File: config.mk
export PLATFORM = sky130hd
export DESIGN_NAME = dcme_cordic
export DESIGN_NICKNAME = d
export VERILOG_FILES = /design/src/dcme_pkg.sv /design/src/dcme_cordic.sv
export SDC_FILE = /design/constraint.sdc
export NUM_CORES = 2
export LEC_CHECK = 0
export BUFFER_PORTS_ARGS = -buffer_cell sky130_fd_sc_hd__buf_2
export CORE_MARGIN = 5
export CORE_UTILIZATION = 55
export CTS_CLUSTER_DIAMETER = 40
export DETAILED_ROUTE_END_ITERATION = 10
export PLACE_DENSITY = 0.72
export SYNTH_ARGS = -nofsm -noshare
export SYNTH_HDL_FRONTEND = slang
export SYNTH_SLANG_ARGS = --single-unit
File: constraint.sdc
create_clock -name clk -period 10.2 [get_ports clk]
set_clock_uncertainty 0.1 [all_clocks]
set_input_delay 1.02 -clock clk [delete_from_list [all_inputs] [get_ports clk]]
set_output_delay 1.02 -clock clk [all_outputs]
set_load 0.01 [all_outputs]
File: src/dcme_pkg.sv
// ----------------------------------------------------------------------------
// dcme_pkg: shared constants and tables for the DCM to Euler angle block
// Holds the default sizes, the angle constants and the CORDIC arctangent table.
// ----------------------------------------------------------------------------
package dcme_pkg;

  localparam int SAMPLE_WIDTH_DEF  = 16;
  localparam int CORDIC_STAGES_DEF = 16;

  // Guard shift applied to the vector before the micro-rotations.
  localparam int GUARD_SHIFT = 24;
  // Angle accumulator: Q28 radians in 32 bits.
  localparam int ANG_W    = 32;
  localparam int ANG_FRAC = 28;
  localparam int OUT_FRAC = 13;
  localparam int ANGLE_W  = 16;
  localparam int PITCH_W  = 15;
  localparam int TABLE_LEN = 24;

  localparam logic signed [ANG_W-1:0] PI_Q28 = 32'sd843314857;
  localparam logic signed [ANG_W-1:0] ROUND_HALF = 32'sd16384;
  localparam logic signed [ANG_W-1:0] PI_OUT = 32'sd25736;
  localparam logic signed [ANG_W-1:0] HALF_PI_OUT = 32'sd12868;

  // Rounded atan(2^-i) in Q28 radians.
  function automatic logic signed [ANG_W-1:0] atan_q28(input int idx);
    logic signed [ANG_W-1:0] v;
    case (idx)
      0: v = 32'sd210828714;
      1: v = 32'sd124459457;
      2: v = 32'sd65760959;
      3: v = 32'sd33381290;
      4: v = 32'sd16755422;
      5: v = 32'sd8385879;
      6: v = 32'sd4193963;
      7: v = 32'sd2097109;
      8: v = 32'sd1048571;
      9: v = 32'sd524287;
      10: v = 32'sd262144;
      11: v = 32'sd131072;
      12: v = 32'sd65536;
      13: v = 32'sd32768;
      14: v = 32'sd16384;
      15: v = 32'sd8192;
      16: v = 32'sd4096;
      17: v = 32'sd2048;
      18: v = 32'sd1024;
      19: v = 32'sd512;
      20: v = 32'sd256;
      21: v = 32'sd128;
      22: v = 32'sd64;
      23: v = 32'sd32;
      default: v = '0;
    endcase
    return v;
  endfunction

endpackage

File: src/dcme_cordic.sv
// ----------------------------------------------------------------------------
// dcme_cordic: pipelined vectoring CORDIC atan2
// One micro-rotation per stage; result in Q3.13 radians saturated to +-pi.
// ----------------------------------------------------------------------------
module dcme_cordic #(
  parameter int IN_W   = 16,
  parameter int STAGES = 16
) (
  input  logic                         clk,
  input  logic                         en,
  input  logic signed [IN_W-1:0]       y,
  input  logic signed [IN_W-1:0]       x,
  output logic signed [dcme_pkg::ANGLE_W-1:0] angle
);
  import dcme_pkg::*;

  localparam int W = IN_W + GUARD_SHIFT + 3;

  logic signed [W-1:0]     xs [STAGES+1];
  logic signed [W-1:0]     ys [STAGES+1];
  logic signed [ANG_W-1:0] zz [STAGES+1];
  logic                    zf [STAGES+1];

  logic signed [W-1:0] x_ext, y_ext;
  assign x_ext = {{(W-IN_W){x[IN_W-1]}}, x} <<< GUARD_SHIFT;
  assign y_ext = {{(W-IN_W){y[IN_W-1]}}, y} <<< GUARD_SHIFT;

  // Vectors in the left half plane are turned by pi first.
  always_ff @(posedge clk) begin
    if (en) begin
      zf[0] <= (x == '0) && (y == '0);
      if (x_ext < 0) begin
        zz[0] <= (y_ext >= 0) ? PI_Q28 : -PI_Q28;
        xs[0] <= -x_ext;
        ys[0] <= -y_ext;
      end else begin
        zz[0] <= '0;
        xs[0] <= x_ext;
        ys[0] <= y_ext;
      end
    end
  end

  for (genvar i = 1; i <= STAGES; i++) begin : g_rot
    always_ff @(posedge clk) begin
      if (en) begin
        zf[i] <= zf[i-1];
        if (ys[i-1] >= 0) begin
          xs[i] <= xs[i-1] + (ys[i-1] >>> (i-1));
          ys[i] <= ys[i-1] - (xs[i-1] >>> (i-1));
          zz[i] <= zz[i-1] + atan_q28(i-1);
        end else begin
          xs[i] <= xs[i-1] - (ys[i-1] >>> (i-1));
          ys[i] <= ys[i-1] + (xs[i-1] >>> (i-1));
          zz[i] <= zz[i-1] - atan_q28(i-1);
        end
      end
    end
  end

  logic signed [ANG_W-1:0] z_rnd;
  assign z_rnd = (zz[STAGES] + ROUND_HALF) >>> (ANG_FRAC - OUT_FRAC);

  always_ff @(posedge clk) begin
    if (en) begin
      if (zf[STAGES]) begin
        angle <= '0;
      end else if (z_rnd > PI_OUT) begin
        angle <= ANGLE_W'(PI_OUT);
      end else if (z_rnd < -PI_OUT) begin
        angle <= ANGLE_W'(-PI_OUT);
      end else begin
        angle <= z_rnd[ANGLE_W-1:0];
      end
    end
  end

endmodule

* Word level (Yosys, flattened, before mapping) *
Memories as Yosys holds them, arrays and structs flattened.
Cells that the tools add are included.
Widths: inputs -> output; s select.

operators by class
  reductions and logical operators = 5
  add/subtract/negate cells = 98
  order comparisons = 20
  bitwise logic cells = 51
  mux-type cells = 158

operators with widths
  operator             count
  $mux 43              34
  $ge 43x1->1 const B  16
  $mux 32              18
  $mux 1               104
  $add 43x28->43       2
  $add 43x29->43       2
  $add 43x30->43       2
  $add 43x31->43       2
  $add 43x32->43       2
  $add 43x33->43       2
  $add 43x34->43       2
  $add 43x35->43       2
  $add 43x36->43       2
  $add 43x37->43       2
  $add 43x38->43       2
  $add 43x39->43       2
  $add 43x40->43       2
  $add 43x41->43       2
  $add 43x42->43       2
  $neg 40->43          2
  $sub 43x28->43       2
  $sub 43x29->43       2
  $sub 43x30->43       2
  $sub 43x31->43       2
  54 further kinds     120

storage, ports and cells
  memory bits (writable) = 2023
  bits of input ports = 34
  register bits = 16
  memories = 4
  logic and storage cells = 339
  output and inout bits = 16

memory list
  memory  depth  width  read ports  clocked after Yosys merged registers in  write ports  line               source
  xs      17     43     16          0                                        17           dcme_cordic.sv:19  logic signed [W-1:0] xs [STAGES+1];
  ys      17     43     16          0                                        17           dcme_cordic.sv:20  logic signed [W-1:0] ys [STAGES+1];
  zz      17     32     17          0                                        17           dcme_cordic.sv:21  logic signed [ANG_W-1:0] zz [STAGES+1];
  zf      17     1      17          0                                        17           dcme_cordic.sv:22  logic zf [STAGES+1];

* Longest topological paths before layout *
An unclocked memory read counts as a cell.

  depth after elaboration = 6
  gate-level depth with buffers = 23
  mapped depth without buffers = 23

* Worst setup path before layout *
OpenSTA, ideal clock, no wires.

  kind = in2reg
  start = input port en
  end = memory xs[9][38] in the netlist's numbering (data pin)
  cell stages on the path = 21
  path buffers = 5
  arrival time = 5.948 ns
  data required time = 9.838 ns
  path slack = 3.890 ns
  library setup time = 0.262 ns
  cell sequence = clkbuf_1 clkbuf_1 clkbuf_1 clkbuf_1 nand2_1 inv_1 buf_1 nor2_1 xnor2_1 ha_1 nor2b_1 o31ai_1 a21oi_1 a211o_1 a311o_1 a221oi_1 o31ai_1 a31oi_1 o2bb2ai_1 o21bai_1 xor2_1

RTL lines
  item         line               source
  from (decl)  dcme_cordic.sv:10  input logic en,
  to (decl)    dcme_cordic.sv:19

==> impl_metrics.env <==
export IMPL_worst_slew_pin_slew_ns=1.45
export IMPL_worstPathRequired_ns=10.71
export IMPL_first_iter_violations=8390
export IMPL_syn_area_per_cell_um2=9.45
export IMPL_hold_violations=0
export IMPL_setup_tns_ns=0
export IMPL_synthArstFlopShare_pct=0
export IMPL_grt_max_degree=148
export IMPL_grt_use_total_pct=27.6
export IMPL_synth_cells=13100
export IMPL_maxCapViolCount=1
export IMPL_cp_data_arrival_time_ns=7.01
export IMPL_hpwlAfterDp_um=264000
export IMPL_ant_nets=0
export IMPL_antenna_found_initial=4
export IMPL_dieWidth_um=485
export IMPL_ys_ff_latch=1451
export IMPL_postCtsHoldBufs=0
export IMPL_grt_pass1_vias=96500
export IMPL_grt_pass1_wl_um=530000
export IMPL_nets=14600
export IMPL_fmax_ghz=0.154
export IMPL_h_tree_depth=4
export IMPL_ys_top_cells_by_area="edfxtp_1 35%, ha_1 14%, xnor2_1 8.1%, a21oi_1 5.1%, xor2_1 5.0%"
export IMPL_detail_route_vias_per_cell=6.20
export IMPL_clkLatencyLatePin_ns=0.89
export IMPL_root_buffer="clkbuf_16"
export IMPL_slew_viol_final=0
export IMPL_synth_area_leader_cell="edfxtp_1"
export IMPL_violations="max-capacitance violations"
export IMPL_clock_path_buffers=3
export IMPL_min_period_ns=6.50
export IMPL_cts_num_sinks=1451
export IMPL_synthTopCellsByCount="1,451 x edfxtp_1, 1,379 x ha_1, 1,261 x a21oi_1"
export IMPL_synth_distinct_cells=95
export IMPL_critPathKind="flop to flop"
export IMPL_die_area_um2=235000
export IMPL_status="finished with violations"
export IMPL_synth_edf_count=1451
export IMPL_cp_start_kind="flop"
export IMPL_rsz0062_at_grt="false"
export IMPL_cts_setup_buffers=0
export IMPL_num_rows=174
export IMPL_synth_top_flop_cell="edfxtp_1"
export IMPL_yosysWarningCount=0
export IMPL_drc=0
export IMPL_yosysMostFrequentCell="edfxtp_1"
export IMPL_synth_seq_area_share_pct=35.2
export IMPL_path_max_fanout=6
export IMPL_io_pins=50
export IMPL_firstDrtPassIters=7
export IMPL_wl_met3_um=20200
export IMPL_via_count=102000
export IMPL_max_slew_margin_pct=2.48
export IMPL_core_area_um2=224000
export IMPL_cts_resized=0
export IMPL_worst_hold_path_type="primary input to flop"
export IMPL_drt_wl_total_um=337000
export IMPL_syn_num_nets=14600
export IMPL_finalSetupViolCount=0
export IMPL_drive_gt1_share_pct=4.92
export IMPL_synth_top_area_share_pct=35.2
export IMPL_area_delta_synth_final_pct=9.39
export IMPL_endpoint_kind="flop"
export IMPL_wl_met1_um=148000
export IMPL_dr_wl_met2_um=156000
export IMPL_wire_per_inst_um=20.6
export IMPL_top_layer_used="met4"
export IMPL_initial_core_util_pct=55.2
export IMPL_period_share_pct=63.8
export IMPL_cts_buffers=229
export IMPL_fp_dieH_um=485
export IMPL_clkTransAtPathRegs_ns=0.06
export IMPL_gp_congestion=0.984
export IMPL_cts_tree="yes"
export IMPL_portBuffers=49
export IMPL_synth_area_um2=124000
export IMPL_gr_total_overflow=0
==> cells by family (layout without fill, tap and decap cells) <==
family	after synthesis	count (layout)	share of synthesized area (%)
AO/OA/AOI/OAI	3948	3948	20.2
AND/OR/NAND/NOR	3596	3596	14.0
XOR/XNOR	1857	1857	13.1
flip-flops	1451	1451	35.2
adder cells (fa/ha/maj)	1417	1417	14.5
buffers and inverters	780	1070	2.36
multiplexers	65	65	0.550
other	0	1	0
==> critical path, cell delays in order, from the launching register on <==
cell,delay (ns)
edfxtp_1,0.47
nor4_1,0.41
nand2b_1,0.14
nor4_1,0.98
nand4b_1,0.43
o31ai_1,0.37
xnor2_1,0.14
ha_1,0.36
nand2_1,0.13
nor4_1,0.64
nand3_1,0.17
nand2_1,0.11
a41o_1,0.19
o31ai_1,0.14
o21ai_0,0.72
a2111oi_0,0.25
o21bai_1,0.24
a21oi_1,0.11
xnor2_1,0.12
==> sequential cells by signal (all words and copies together), names as in the netlist <==
name and flops:
zz 420, zf 17, angle 16, xs 491
ys 507
==> layout by cell type, fill, tap and decap left out, types with 30 or more instances in the layout <==
master	count
a21oi_1	1261
o31a_1	33
nor2_1	1061
and3_1	140
inv_1	514
nand4_1	106
xor2_1	707
buf_4	54
a31oi_1	145
nand2_1	826
edfxtp_1	1451
nor3b_1	31
buf_2	48
inv_6	40
nand3_1	241
fa_1	36
ha_1	1379
o31ai_1	193
a211oi_1	92
nor2b_1	156
xnor2_1	1149
nor3_1	339
nand2b_1	218
a21o_1	615
and2_1	68
or2_2	54
o21a_1	168
o21ai_0	740
o41ai_1	71
o211ai_1	64
o21bai_1	170
or4_1	56
nor4_1	110
a21boi_0	49
clkinvlp_4	30
mux2i_1	40
or3_1	86
clkbuf_16	229
==> routing by layer <==
layer | vias up | track usage [%]
li1 | 49000 | -
met1 | 48600 | 37.6
met2 | 3271 | 45.6
met3 | 682 | 3.43
met4 | 0 | 9.19
met5 | - | 0
==> metrics by stage <==
stage	area (um2)	util, %	instances	worst slack [ns]	hold WS [ns]
2_1_floorplan	124000	-	13100	3.89	0.300
3_3_place_gp	127000	56.8	16000	3.22	0.304
3_5_place_dp	127000	56.8	16000	3.12	0.305
4_1_cts	136000	60.4	16400	3.66	0.215
5_1_grt	136000	60.4	16400	3.17	0.228
6_report	136000	60.4	16400	3.70	0.283
==> final cells by class <==
cell class / count / area, um2
diodes: 1 / 2.50
multi-input cells: 10900 / 77500
clock buffers: 241 / 5780
fillers: 18800 / 88900
repair buffers: 106 / 726
flip-flops and latches: 1451 / 43600
inverters: 524 / 1970
clock inverters: 199 / 2340
well taps: 2992 / 3740
==> path summary, 6_finish.rpt <==
| path | start | to | slack [ns] | cells after the start |
|---|---|---|---|---|
| worst max-delay path | xs[8][15] | ys[9][42] | 3.70 | 18 |
| worst min-delay path | y[0] | ys[0][24] | 0.28 | 1 |
| worst max register to register | xs[8][15] | ys[9][42] | 3.70 | 18 |
| worst min register to register | zz[4][0] | zz[5][0] | 0.30 | 0 |
Power is left out: the tool's default activity adds up to more than one toggle a clock period on the data nets, which glitch-free logic cannot reach.
