**src/dcme_isqrt.sv**
```systemverilog
// ----------------------------------------------------------------------------
// dcme_isqrt: pipelined integer square root
// Restoring digit recurrence, one root bit per register stage.
// ----------------------------------------------------------------------------
module dcme_isqrt #(
  parameter int ROOT_W = 15
) (
  input  logic                  clk,
  input  logic                  en,
  input  logic [2*ROOT_W-1:0]   rad,
  output logic [ROOT_W-1:0]     root
);

  localparam int REM_W = ROOT_W + 2;

  logic [2*ROOT_W-1:0] nsh [ROOT_W];
  logic [REM_W-1:0]    rem [ROOT_W];
  logic [ROOT_W-1:0]   rt  [ROOT_W];

  for (genvar k = 0; k < ROOT_W; k++) begin : g_step
    logic [2*ROOT_W-1:0] n_in;
    logic [REM_W-1:0]    rem_in;
    logic [ROOT_W-1:0]   rt_in;
    logic [REM_W+1:0]    rem_sh;
    logic [REM_W+1:0]    trial;
    logic                ge;

    if (k == 0) begin : g_first
      assign n_in   = rad;
      assign rem_in = '0;
      assign rt_in  = '0;
    end else begin : g_next
      assign n_in   = nsh[k-1];
      assign rem_in = rem[k-1];
      assign rt_in  = rt[k-1];
    end

    assign rem_sh = {rem_in, n_in[2*ROOT_W-1 -: 2]};
    assign trial  = {2'b00, rt_in, 2'b01};
    assign ge     = (rem_sh >= trial);

    always_ff @(posedge clk) begin
      if (en) begin
        nsh[k] <= {n_in[2*ROOT_W-3:0], 2'b00};
        rem[k] <= ge ? REM_W'(rem_sh - trial) : REM_W'(rem_sh);
        rt[k]  <= {rt_in[ROOT_W-2:0], ge};
      end
    end
  end

  assign root = rt[ROOT_W-1];

endmodule

```
**config.mk**
```make
export PLATFORM = sky130hd
export DESIGN_NAME = dcme_isqrt
export DESIGN_NICKNAME = d
export VERILOG_FILES = /design/src/dcme_isqrt.sv
export SDC_FILE = /design/constraint.sdc
export NUM_CORES = 1
export LEC_CHECK = 0
export BUFFER_PORTS_ARGS = -buffer_cell sky130_fd_sc_hd__buf_2
export CAP_MARGIN = 10
export CORE_MARGIN = 2
export CORE_UTILIZATION = 35
export DETAILED_ROUTE_END_ITERATION = 16
export RECOVER_POWER = 100
export SYNTH_ARGS = -nofsm -noshare
export SYNTH_HDL_FRONTEND = slang
export SYNTH_SLANG_ARGS = --single-unit
```
**constraint.sdc**
```tcl
create_clock -name clk -period 2.5 [get_ports clk]
set_input_delay 0.25 -clock clk [delete_from_list [all_inputs] [get_ports clk]]
set_output_delay 0.25 -clock clk [all_outputs]
set_load 0.1 [all_outputs]
```
---- Word-level counts from Yosys, hierarchy flattened ----
Memories as Yosys holds them, arrays and structs flattened.
Cells that the tools add are included.
storage, ports and cells
  logic and storage cells ................. 50
  output and inout port bits .............. 15
  memories ................................ 3
  input port bits ......................... 32
  RAM bits ................................ 900
  register bits after elaboration ......... 0
memories
  name  depth  width  rd ports  clocked after Yosys merged registers in  write ports  RTL line  source
  nsh   15     28     14        0                                        15           16        logic [2*ROOT_W-1:0] nsh [ROOT_W];
  rem   15     17     14        0                                        15           17        logic [REM_W-1:0] rem [ROOT_W];
  rt    15     15     15        0                                        15           18        logic [ROOT_W-1:0] rt [ROOT_W];
cells by class
  muxes and demuxes ....................... 17
  $add $sub $neg .......................... 15
  order comparisons ....................... 15
operators with widths
  cell                 number
  $ge 19x17->1         14
  $mux 17              15
  $sub 17x17->17       14
  $sub 2x1->3 const B  1
  $ge 2x1->1 const B   1
  $mux 1               2

---- Logic depth before layout (Yosys ltp) ----
Gate-level depths: netlist of the first run.
An unclocked memory read counts as a cell.
  depth after elaboration ................. 3
  gate-level depth with buffers ........... 12
  gate-level depth less buffers ........... 11

---- Worst setup path before layout of the first run ----
Ideal clock, no wire load.
  path kind ............................... flip-flop to flip-flop
  start point ............................. memory rem[1][35] (netlist bit)
  end point ............................... memory rem[1][56] (netlist bit), data pin
  slack ................................... -0.189 ns
  data required time ...................... 2.246 ns
  setup time .............................. 0.254 ns
  period minus slack after synthesis ...... 2.689 ns
  arrival ................................. 2.435 ns
  cell stages (with the launch flop) ...... 9
  buffers on the path ..................... 1
  path through ............................ edfxtp_1 > ha_1 > o21ai_0 > a221oi_1 > a211o_1 > a2111oi_2 > o21ai_1 > clkbuf_1 > o21a_1
RTL lines
  item         RTL line
  from (decl)  17

==> metrics.txt, run 1 <==
status finished with violations; violated checks max-capacitance violations, max-slew violations, negative setup slack; Clock transition at path regs 0.06 ns; sequential share of the synthesized area 0.651; post-synthesis cell count 1909; Post-synth EDFFs 550; minimum clock period 2.56 ns; final clock skew 0.0806 ns; Netlist Area Pre-Place 25400 µm²; Syn Area/Cell 13.3 µm²; LEAKAGE between 10 and 15 nW; clk sinks 550; dpl cell area around 29000 µm²; area leader, netlist edfxtp_1; Final WS setup -0.0593 ns; Final Wtd Congestion between 0.8 and 0.9; Synth cell types 75; Net Sw Frac 0.254; top cells by area, synth edfxtp_1 65%, ha_1 6.7%, xnor2_1 2.7%; layout net count around 2500; fin crit share 1.02; Pwr Density slightly below 800 nW/µm²; n_diodes 0; clock power share 0.349; Residual DRC 0; commonest non-fill, non-tap cell in the layout edfxtp_1; Die Area 74700 µm²; crit path kind flop to flop; clk_lat worst skew 0.66 ns; Reg area roughly 17000 µm²; antenna viol nets, final 0; area delta synth->final 27.0%; Setup crit start kind flop; Reg power frac 0.475; worst hold path class input pin to flop; Setup TNS -0.584 ns; syn nets between 2000 and 2500; synthesized flop and latch total 550; worst endpoint required time roughly 2.9 ns; first-pass detailed-route iteration total 5; vias in the first global route between 15000 and 20000; DR WL/cell ~15 µm; fmax 0.391 GHz; CTS tree built; final instance area approximately 32000 µm²; Rel. slew slack -0.0446; Final Max Slew Viols 58; RSZ-0062 raised after global routing yes; Hold WS approximately 0.32 ns; Clock Tree Root clkbuf_16; Die Wd roughly 270 µm; fin cells about 3300; CORE AREA a little over 70000 µm²; ys flop type edfxtp_1; total congestion overflow 0; Worst setup EP type flop; first-pass GRT wire length slightly below 80000 µm; asr flop ratio synth 0; FP Rows 98; VDD IR max around 0.00050 V; commonest cells after routing, fill and taps aside 550 x edfxtp_1, 244 x buf_4, 154 x inv_1; via count around 16000; buffer depth of the longest clock path 3; die extent in y 273 µm; DP HPWL roughly 34000 µm; routed wire length ~49000 µm; synth warn 0; largest net degree at the start of global routing around 80; Final setup viols 21; Starting Density 0.354; fraction of layout cells with a size suffix above 1 0.246; FF-to-FF path depth 9; Multi-input gate area approximately 9100 µm²; CTS Buf Count 61; total power between 20 and 30 mW; Yosys top cell area share 0.651; Psw ~6.4 mW; # H-tree levels 2; GRT Total Usage 0.127; placed cells 3114; Initial DRC Count 777; vias per cell roughly 4.8; FILL cells between 6000 and 7000; WHS Path Cells 2; worst slew pin tran 1.57 ns; maxcap violations 1; Max FO, Critical Path 5; Ports 47; Comb pwr share 0.175; Final Hold Fails 0; internal power 18.7 mW; critical path data arrival time 2.97 ns; # port buffers 46; number of antenna violations at the first check in global routing 0
-- layout make-up --
class,count,area share
tap,950,0.0369
sequential,550,0.512
clock buffer,75,0.0490
multi-input combinational,1168,0.283
inverter,163,0.0191
timing repair buffer,378,0.0868
clock inverter,34,0.0128
-- through the flow --
stage / utilization / setup slack [ns]
after detailed placement: 0.400 / -0.337
after global routing: 0.450 / -0.160
after global placement: 0.400 / -0.206
final: 0.450 / -0.0593
after floorplan: - / -0.00883
after CTS: 0.441 / -0.0892
-- final timing paths --
check	end	slack, ns	start
max	rem[1][58]$_DFFE_PP_	-0.06	rem[1][38]$_DFFE_PP_
min	nsh[0][25]$_DFFE_PP_	0.32	rad[25]
max reg2reg	rem[1][58]$_DFFE_PP_	-0.06	rem[1][38]$_DFFE_PP_
min reg2reg	nsh[0][151]$_DFFE_PP_	0.39	nsh[0][121]$_DFFE_PP_
-- metal layers --
layer	part of all wire	vias to the layer above	global-route usage
li1	-	7917	-
met2	0.52	242	0.236
met3	0.031	124	0.0222
met1	0.41	7661	0.146
met4	0.034	0	0.0472
met5	0	-	0
-- state kept, by name, indices dropped and copies added, names as in the netlist --
signal  count
nsh       210
rem       220
rt        120
-- what timing repair did --
item / 4_1_cts / 5_1_grt
gates resized for setup: 76 / 128
cloned: 1 / 0
hold buffers: 31 / 0
endpoints found under the setup margin: 110 / 138
pin swaps: 42 / 42
endpoints found under the hold margin: 31 / 0
buffers inserted: 35 / 29
-- synthesized netlist by cell type, types with 6 or more instances --
master and instances:
nand2_1 107, and3_1 13, mux2_1 6, ha_1 135, xnor2_1 77, a21o_1 26
mux2_2 19, xor2_1 66, and4_1 6, or4_1 14, a21oi_1 103, nor4_1 27
nand4_1 16, clkbuf_1 22, nand3b_1 6, o31ai_1 9, inv_1 160, or2_2 6
nor3_1 37, nor2b_1 36, a211oi_1 12, nor2_1 135, mux2i_1 9, nand3_1 21
o21a_1 36, and2_1 9, nand2b_1 27, a31oi_1 8, edfxtp_1 550, or3_1 18
o21ai_0 95
-- power by group through the flow --
stage	registers (mW)	clock network [mW]	logic, mW
2_1_floorplan	12.0	0	2.37
3_3_place_gp	12.0	0	3.79
3_5_place_dp	12.1	0	3.88
4_1_cts	11.9	9.03	4.13
5_1_grt	12.0	9.41	4.87
6_report	11.9	8.75	4.39
-- cells by family after synthesis --
| group | synth area share |
|---|---|
| buf+inv | 0.0291 |
| flops | 0.651 |
| fa+ha+maj | 0.0666 |
| compound gates | 0.0870 |
| other cells | 0.000148 |
| mux | 0.0146 |
| simple gates | 0.102 |
| xor+xnor | 0.0494 |
-- critical path: stages, from the launching register on --
cell and delay (ns):
edfxtp_1 0.45, ha_4 0.29, buf_4 0.13, inv_1 0.04
nor2_1 0.05, a211o_1 0.35, a2111oi_4 0.39, buf_4 0.20
o21ai_4 0.10, mux2_4 0.32
(Power assumes the default switching activity.)
==> inputs of run 2 (changes only) <==
==> constraint.sdc (replaced) <==
create_clock -name clk -period 2.6 [get_ports clk]
set_input_delay 0.26 -clock clk [delete_from_list [all_inputs] [get_ports clk]]
set_output_delay 0.26 -clock clk [all_outputs]
set_load 0.1 [all_outputs]
==> run 2 against run 1 <==
  * The flow now finishes without violations
  * Combinational power fell by 13%
  * Sequential power shrank 3%
  * Utilization shrank 1.6 points
  * Routed wire length down 2.1%
  * Critical endpoint is now rem[1][33]$_DFFE_PP_
==> metrics.txt, run 2 (synthesis results as in run 1) <==
area delta synth->final 22.5%; VDD IR max 0.000534 V (+6.3%); n_diodes 0 (unchanged); worst hold path class input pin to flop; Reg power frac 0.487 (+0.012); met1 Usage GRT 0.145 (-0.00163); Final Hold Fails 0 (unchanged); Final WS setup 0.0295 ns (+0.0887 ns); CP top delay family compound AO/OA/AOI/OAI gates; RSZ-0062 raised after global routing yes; final clock skew 0.0449 ns (-0.0358 ns); biggest registers after layout rem: 220 flops, nsh: 210 flops, rt: 120 flops; first-pass detailed-route iteration total 6 (+1); LEAKAGE 11.9 nW (-4.6%); CTS Buf Count 59 (-3.3%); Ports 47 (unchanged); worst path buffer plus inverter count 1 (-2); Die Area 74700 µm² (unchanged); critical path data arrival time 2.93 ns (-0.04 ns); # port buffers 46 (unchanged); Final setup viols 0 (-100%); FF-to-FF path depth 9 (unchanged); buffer depth of the longest clock path 3 (unchanged); status complete, no violations; vias per cell 4.82 (+0.20%); Final Wtd Congestion 0.882 (+0.19%); minimum clock period 2.57 ns (+0.0113 ns); critical path launch point rt[1][0]$_DFFE_PP_; Psw 6.03 mW (-5.2%); worst slew pin tran 1.28 ns (-0.284 ns); worst endpoint required time 2.96 ns (+0.05 ns); Pwr Density 758 nW/µm² (-2.5%); Starting Density 0.354 (unchanged); Die Wd 273 µm (unchanged); crit-path max cell delay 0.39 ns (-0.06 ns); FILL cells 6479 (+0.26%); maxcap violations 0 (-1); M3 GR Usage 0.0226 (+0.000439); Top reg by flops rem; Clock transition at path regs 0.06 ns (about the same); reg2reg start rt[1][0]$_DFFE_PP_; FP Rows 98 (unchanged); # H-tree levels 2 (unchanged); fraction of layout cells with a size suffix above 1 0.201 (-0.0445); commonest non-fill, non-tap cell in the layout edfxtp_1; final instance area 31100 µm² (-3.6%); via count 15400 (-3.2%); fin crit share 0.989 (-0.0350); WHS Path Cells 2 (unchanged); layout net count 2374 (-4.6%); Initial DRC Count 754 (-3.0%); crit-path cells inv_2 -> ha_4 -> nor2b_4 -> o21a_1 -> a311oi_2 -> o2bb2ai_2 -> o21ai_2 -> nor4b_2 -> mux2_2; clock power share 0.350 (about the same); fmax 0.389 GHz (-0.44%); Clock Tree Root clkbuf_16; commonest cells after routing, fill and taps aside 550 x edfxtp_1, 157 x buf_4, 155 x inv_1; Reg area 16500 µm² (unchanged); post-placement setup slack -0.167 ns (+0.169 ns); number of antenna violations at the first check in global routing 0 (unchanged); GRT Total Usage 0.125 (-0.00290); min-delay src rad[20]; max reg flops 220 (unchanged); Slowest-stage cell, CP edfxtp_1; die extent in y 273 µm (unchanged); internal power 17.5 mW (-6.3%); Multi-input gate area 8840 µm² (-3.0%); M2 GR Usage 0.223 (-0.0125); clk_lat worst skew 0.64 ns (-0.02 ns); Final Max Slew Viols 0 (-100%); antenna viol nets, final 0 (unchanged); Residual DRC 0 (unchanged); Net Sw Frac 0.256 (+0.00234); dpl cell area 27900 µm² (-2.5%); Setup crit start kind flop; crit path kind flop to flop; DR WL/cell 14.8 µm (+1.3%); total power 23.5 mW (-6.0%); Comb pwr share 0.163 (-0.012); routed wire length 47600 µm (-2.1%); total congestion overflow 0 (unchanged); R2R Setup Slk 0.03 ns (+0.09 ns); CORE AREA 71600 µm² (unchanged); Max FO, Critical Path 4 (-1); Rel. slew slack 0.145 (+0.190); DP HPWL 32800 µm (-3.3%); Critical Path Stages 9 (unchanged); clk sinks 550 (unchanged); Core Util, Final 0.434 (-0.0161); Worst setup EP type flop; first-pass GRT wire length 76400 µm (-2.8%); largest net degree at the start of global routing 85 (+9.0%); Most Crowded Layer GR met2; vias in the first global route 15600 (-3.3%); CTS tree built
run 2: power by group through the flow:
stage               clock (mW)  combinational [mW]  sequential, mW
CTS                       8.53                3.62            11.4
finish                    8.24                3.83            11.5
global placement             0                3.44            11.6
detailed placement           0                3.51            11.6
global route              8.88                4.28            11.6
floorplan                    0                2.26            11.5
run 2: worst paths after layout:
kind                           end
max           rem[1][33]$_DFFE_PP_
min           nsh[0][20]$_DFFE_PP_
min reg2reg  nsh[0][138]$_DFFE_PP_
max reg2reg   rem[1][33]$_DFFE_PP_
run 2: repair_timing:
| action | CTS | global route |
|---|---|---|
| resized for setup | 24 | 118 |
| pin swaps | 9 | 42 |
| setup buffers | 12 | 30 |
| hold buffers | 31 | 0 |
| endpoints found under the hold margin | 31 | 0 |
| endpoints found under the setup margin | 65 | 141 |
| gates cloned | 0 | 1 |
run 2: per-stage QoR:
| step | cells | hold WS (ns) | TNS (ns) |
|---|---|---|---|
| after CTS | 3176 | 0.0526 | 0 |
| after detailed placement | 3023 | 0.405 | -2.45 |
| after floorplan | 1909 | 0.359 | -0.00637 |
| final | 3206 | 0.322 | 0 |
| after global routing | 3206 | 0.296 | -0.868 |
| after global placement | 3023 | 0.400 | -1.75 |
run 2: per-layer routing:
| metal | share of wire | wire length [µm] |
|---|---|---|
| met1 | 0.42 | 19800 |
| met2 | 0.52 | 24500 |
| met3 | 0.032 | 1540 |
| met4 | 0.036 | 1710 |
| met5 | 0 | 0 |
run 2: final cells by class:
type	instances	area share
Sequential cell	550	0.531
Clock inverter	41	0.0135
Clock buffer	69	0.0487
Inverter	163	0.0198
Tap cell	950	0.0382
Timing Repair Buffer	266	0.0637
Multi-Input combinational cell	1167	0.285
==> inputs of run 3 (changes only) <==
--- a/config.mk
+++ b/config.mk
@@ -9,6 +9,7 @@
 export CAP_MARGIN = 10
 export CORE_MARGIN = 2
 export CORE_UTILIZATION = 35
+export CTS_BUF_LIST = sky130_fd_sc_hd__clkbuf_4 sky130_fd_sc_hd__clkbuf_8
 export DETAILED_ROUTE_END_ITERATION = 16
 export RECOVER_POWER = 100
 export SYNTH_ARGS = -nofsm -noshare
==> run 3 against run 2 <==
  * Maximum frequency down 0.77%
  * Critical path depth down 1
  * Sequential share of layout area up 0.61 points
  * Via count up 1.1%
  * Sequential cell count unchanged
  * Utilization down 0.49 points
  * Final cell count up 1.4%
  * Design area down 1.1%
  * Combinational power down 2%
  * Clock skew down 0.0046 ns
  * Worst hold slack worse by 0.033 ns
  * Critical endpoint is now rem[0][112]$_DFFE_PP_
==> metrics.txt, run 3 (synthesis results as in run 1) <==
Clock transition at path regs 0.06 ns (about the same); via count 15600 (+1.1%); LEAKAGE 11.8 nW (-0.76%); antenna viol nets, final 0 (unchanged); critical path data arrival time 3.00 ns (+0.07 ns); Most Crowded Layer GR met2; number of antenna violations at the first check in global routing 2 (+2); worst hold path class input pin to flop; Final Max Slew Viols 0 (unchanged); minimum clock period 2.59 ns (+0.0199 ns); GRT Total Usage 0.125 (+0.000849); CTS tree built; DR WL/cell 14.6 µm (-1.7%); buffer depth of the longest clock path 3 (unchanged); Setup TNS 0 ns (unchanged); CTS Buf Count 94 (+59%); routed wire length 47400 µm (-0.28%); Setup crit start kind flop; vias in the first global route 15900 (+1.6%); Rel. slew slack 0.222 (+0.0766); RSZ-0062 raised after global routing yes; # H-tree levels 3 (+1); Die Area 74700 µm² (unchanged); crit path kind flop to flop; Final setup viols 0 (unchanged); Ports 47 (unchanged); fmax 0.386 GHz (-0.77%); VDD IR max 0.000447 V (-16%); final clock skew 0.0403 ns (-0.00461 ns); Max FO, Critical Path 5 (+1); Initial DRC Count 770 (+2.1%); Residual DRC 0 (unchanged); first-pass detailed-route iteration total 7 (+1); max reg flops 220 (unchanged); vias per cell 4.80 (-0.32%); crit-path max cell delay 0.52 ns (+0.13 ns); M2 GR Usage 0.221 (-0.00253); Reg power frac 0.505 (+0.018); die extent in y 273 µm (unchanged); Final Hold Fails 0 (unchanged); DP HPWL 32800 µm (unchanged); fin crit share 0.996 (+0.00765); Slowest-stage cell, CP or4_4; met1 Usage GRT 0.143 (-0.00158); Comb pwr share 0.165 (+0.002); internal power 16.7 mW (-4.5%); Starting Density 0.354 (unchanged); Top reg by flops rem; commonest cells after routing, fill and taps aside 550 x edfxtp_1, 157 x inv_1, 151 x buf_4; largest net degree at the start of global routing 85 (unchanged); clock power share 0.330 (-0.020); Die Wd 273 µm (unchanged); layout net count 2396 (+0.93%); Pwr Density 739 nW/µm² (-2.5%); clk_lat worst skew 0.70 ns (+0.06 ns); worst endpoint required time 3.01 ns (+0.05 ns); M3 GR Usage 0.0274 (+0.00474); total congestion overflow 0 (unchanged); worst slew pin tran 1.17 ns (-0.110 ns); commonest non-fill, non-tap cell in the layout edfxtp_1; first-pass GRT wire length 76300 µm (about the same); dpl cell area 27900 µm² (unchanged); # port buffers 46 (unchanged); Net Sw Frac 0.263 (+0.00666); status complete, no violations; maxcap violations 0 (unchanged); biggest registers after layout rem: 220 flops, nsh: 210 flops, rt: 120 flops; CP top delay family simple AND/OR/NAND/NOR gates; Final Wtd Congestion 0.882 (unchanged); fraction of layout cells with a size suffix above 1 0.206 (+0.00441); Clock Tree Root clkbuf_8; placed cells 3023 (unchanged); area delta synth->final 21.1%; fin cells 3251 (+1.4%); FP Rows 98 (unchanged); total power 22.7 mW (-3.6%); worst path buffer plus inverter count 0 (-1); Psw 5.96 mW (-1.1%); crit-path cells ha_4 -> nand4_1 -> or4_4 -> and3_4 -> a21bo_4 -> and4b_2 -> nand2_1 -> xnor2_1; Worst setup EP type flop; CORE AREA 71600 µm² (unchanged); final instance area 30700 µm² (-1.1%); clk sinks 550 (unchanged)
[run 3: cell types whose count changed in the layout (fill, tap and decap cells not counted), moves of 5 or more]
cell,delta
clkbuf_4,+28
clkinv_1,+14
clkbuf_1,-10
clkbuf_8,+94
buf_4,-6
ha_4,-5
clkbuf_16,-59
ha_1,+5
clkinv_2,-10
[run 3: area by class of cell]
cell class / instances / area, µm²
clock buffer: 126 / 1530
tap: 950 / 1190
timing repair buffer: 253 / 1880
fill: 6558 / 40900
multi-input combinational: 1167 / 8700
inverter: 163 / 614
clock inverter: 41 / 282
antenna: 1 / 2.50
sequential: 550 / 16500
[run 3: power by group through the flow]
stage	Clock [mW]	Combinational (mW)	Sequential (mW)
2_1_floorplan	0	2.26	11.5
3_3_place_gp	0	3.44	11.6
3_5_place_dp	0	3.51	11.6
4_1_cts	7.79	3.60	11.4
5_1_grt	8.17	4.20	11.6
6_report	7.48	3.75	11.5
[run 3: metal layers]
layer	vias to the layer above	wire length (µm)	part of all wire
met1	7441	19700	0.42
met3	131	1920	0.040
li1	7734	-	-
met4	2	1710	0.036
met5	-	13	0.00027
met2	296	24100	0.51
[run 3: repair_timing]
item,CTS,global route
gates cloned,0,0
endpoints found under the setup margin,61,133
pin swaps,6,34
hold buffers,32,0
gates resized for setup,18,93
buffers inserted,7,21
hold endpoints to repair,65,0
[run 3: worst paths after layout]
check | cells after the start | to | start | slack, ns
setup / recovery | 8 | rem[0][112]$_DFFE_PP_ | rem[0][87]$_DFFE_PP_ | 0.01
hold / removal | 2 | nsh[0][20]$_DFFE_PP_ | rad[20] | 0.29
setup reg to reg | 8 | rem[0][112]$_DFFE_PP_ | rem[0][87]$_DFFE_PP_ | 0.01
hold reg to reg | 0 | nsh[0][212]$_DFFE_PP_ | nsh[0][182]$_DFFE_PP_ | 0.40
[run 3: per-stage QoR]
stage,setup slack [ns],util,hold WS [ns]
final,0.00955,0.429,0.289
after global routing,-0.0878,0.429,0.239
after CTS,0.00164,0.421,0.204
after detailed placement,-0.167,0.390,0.405
after global placement,-0.145,0.390,0.400
after floorplan,-0.00637,-,0.359
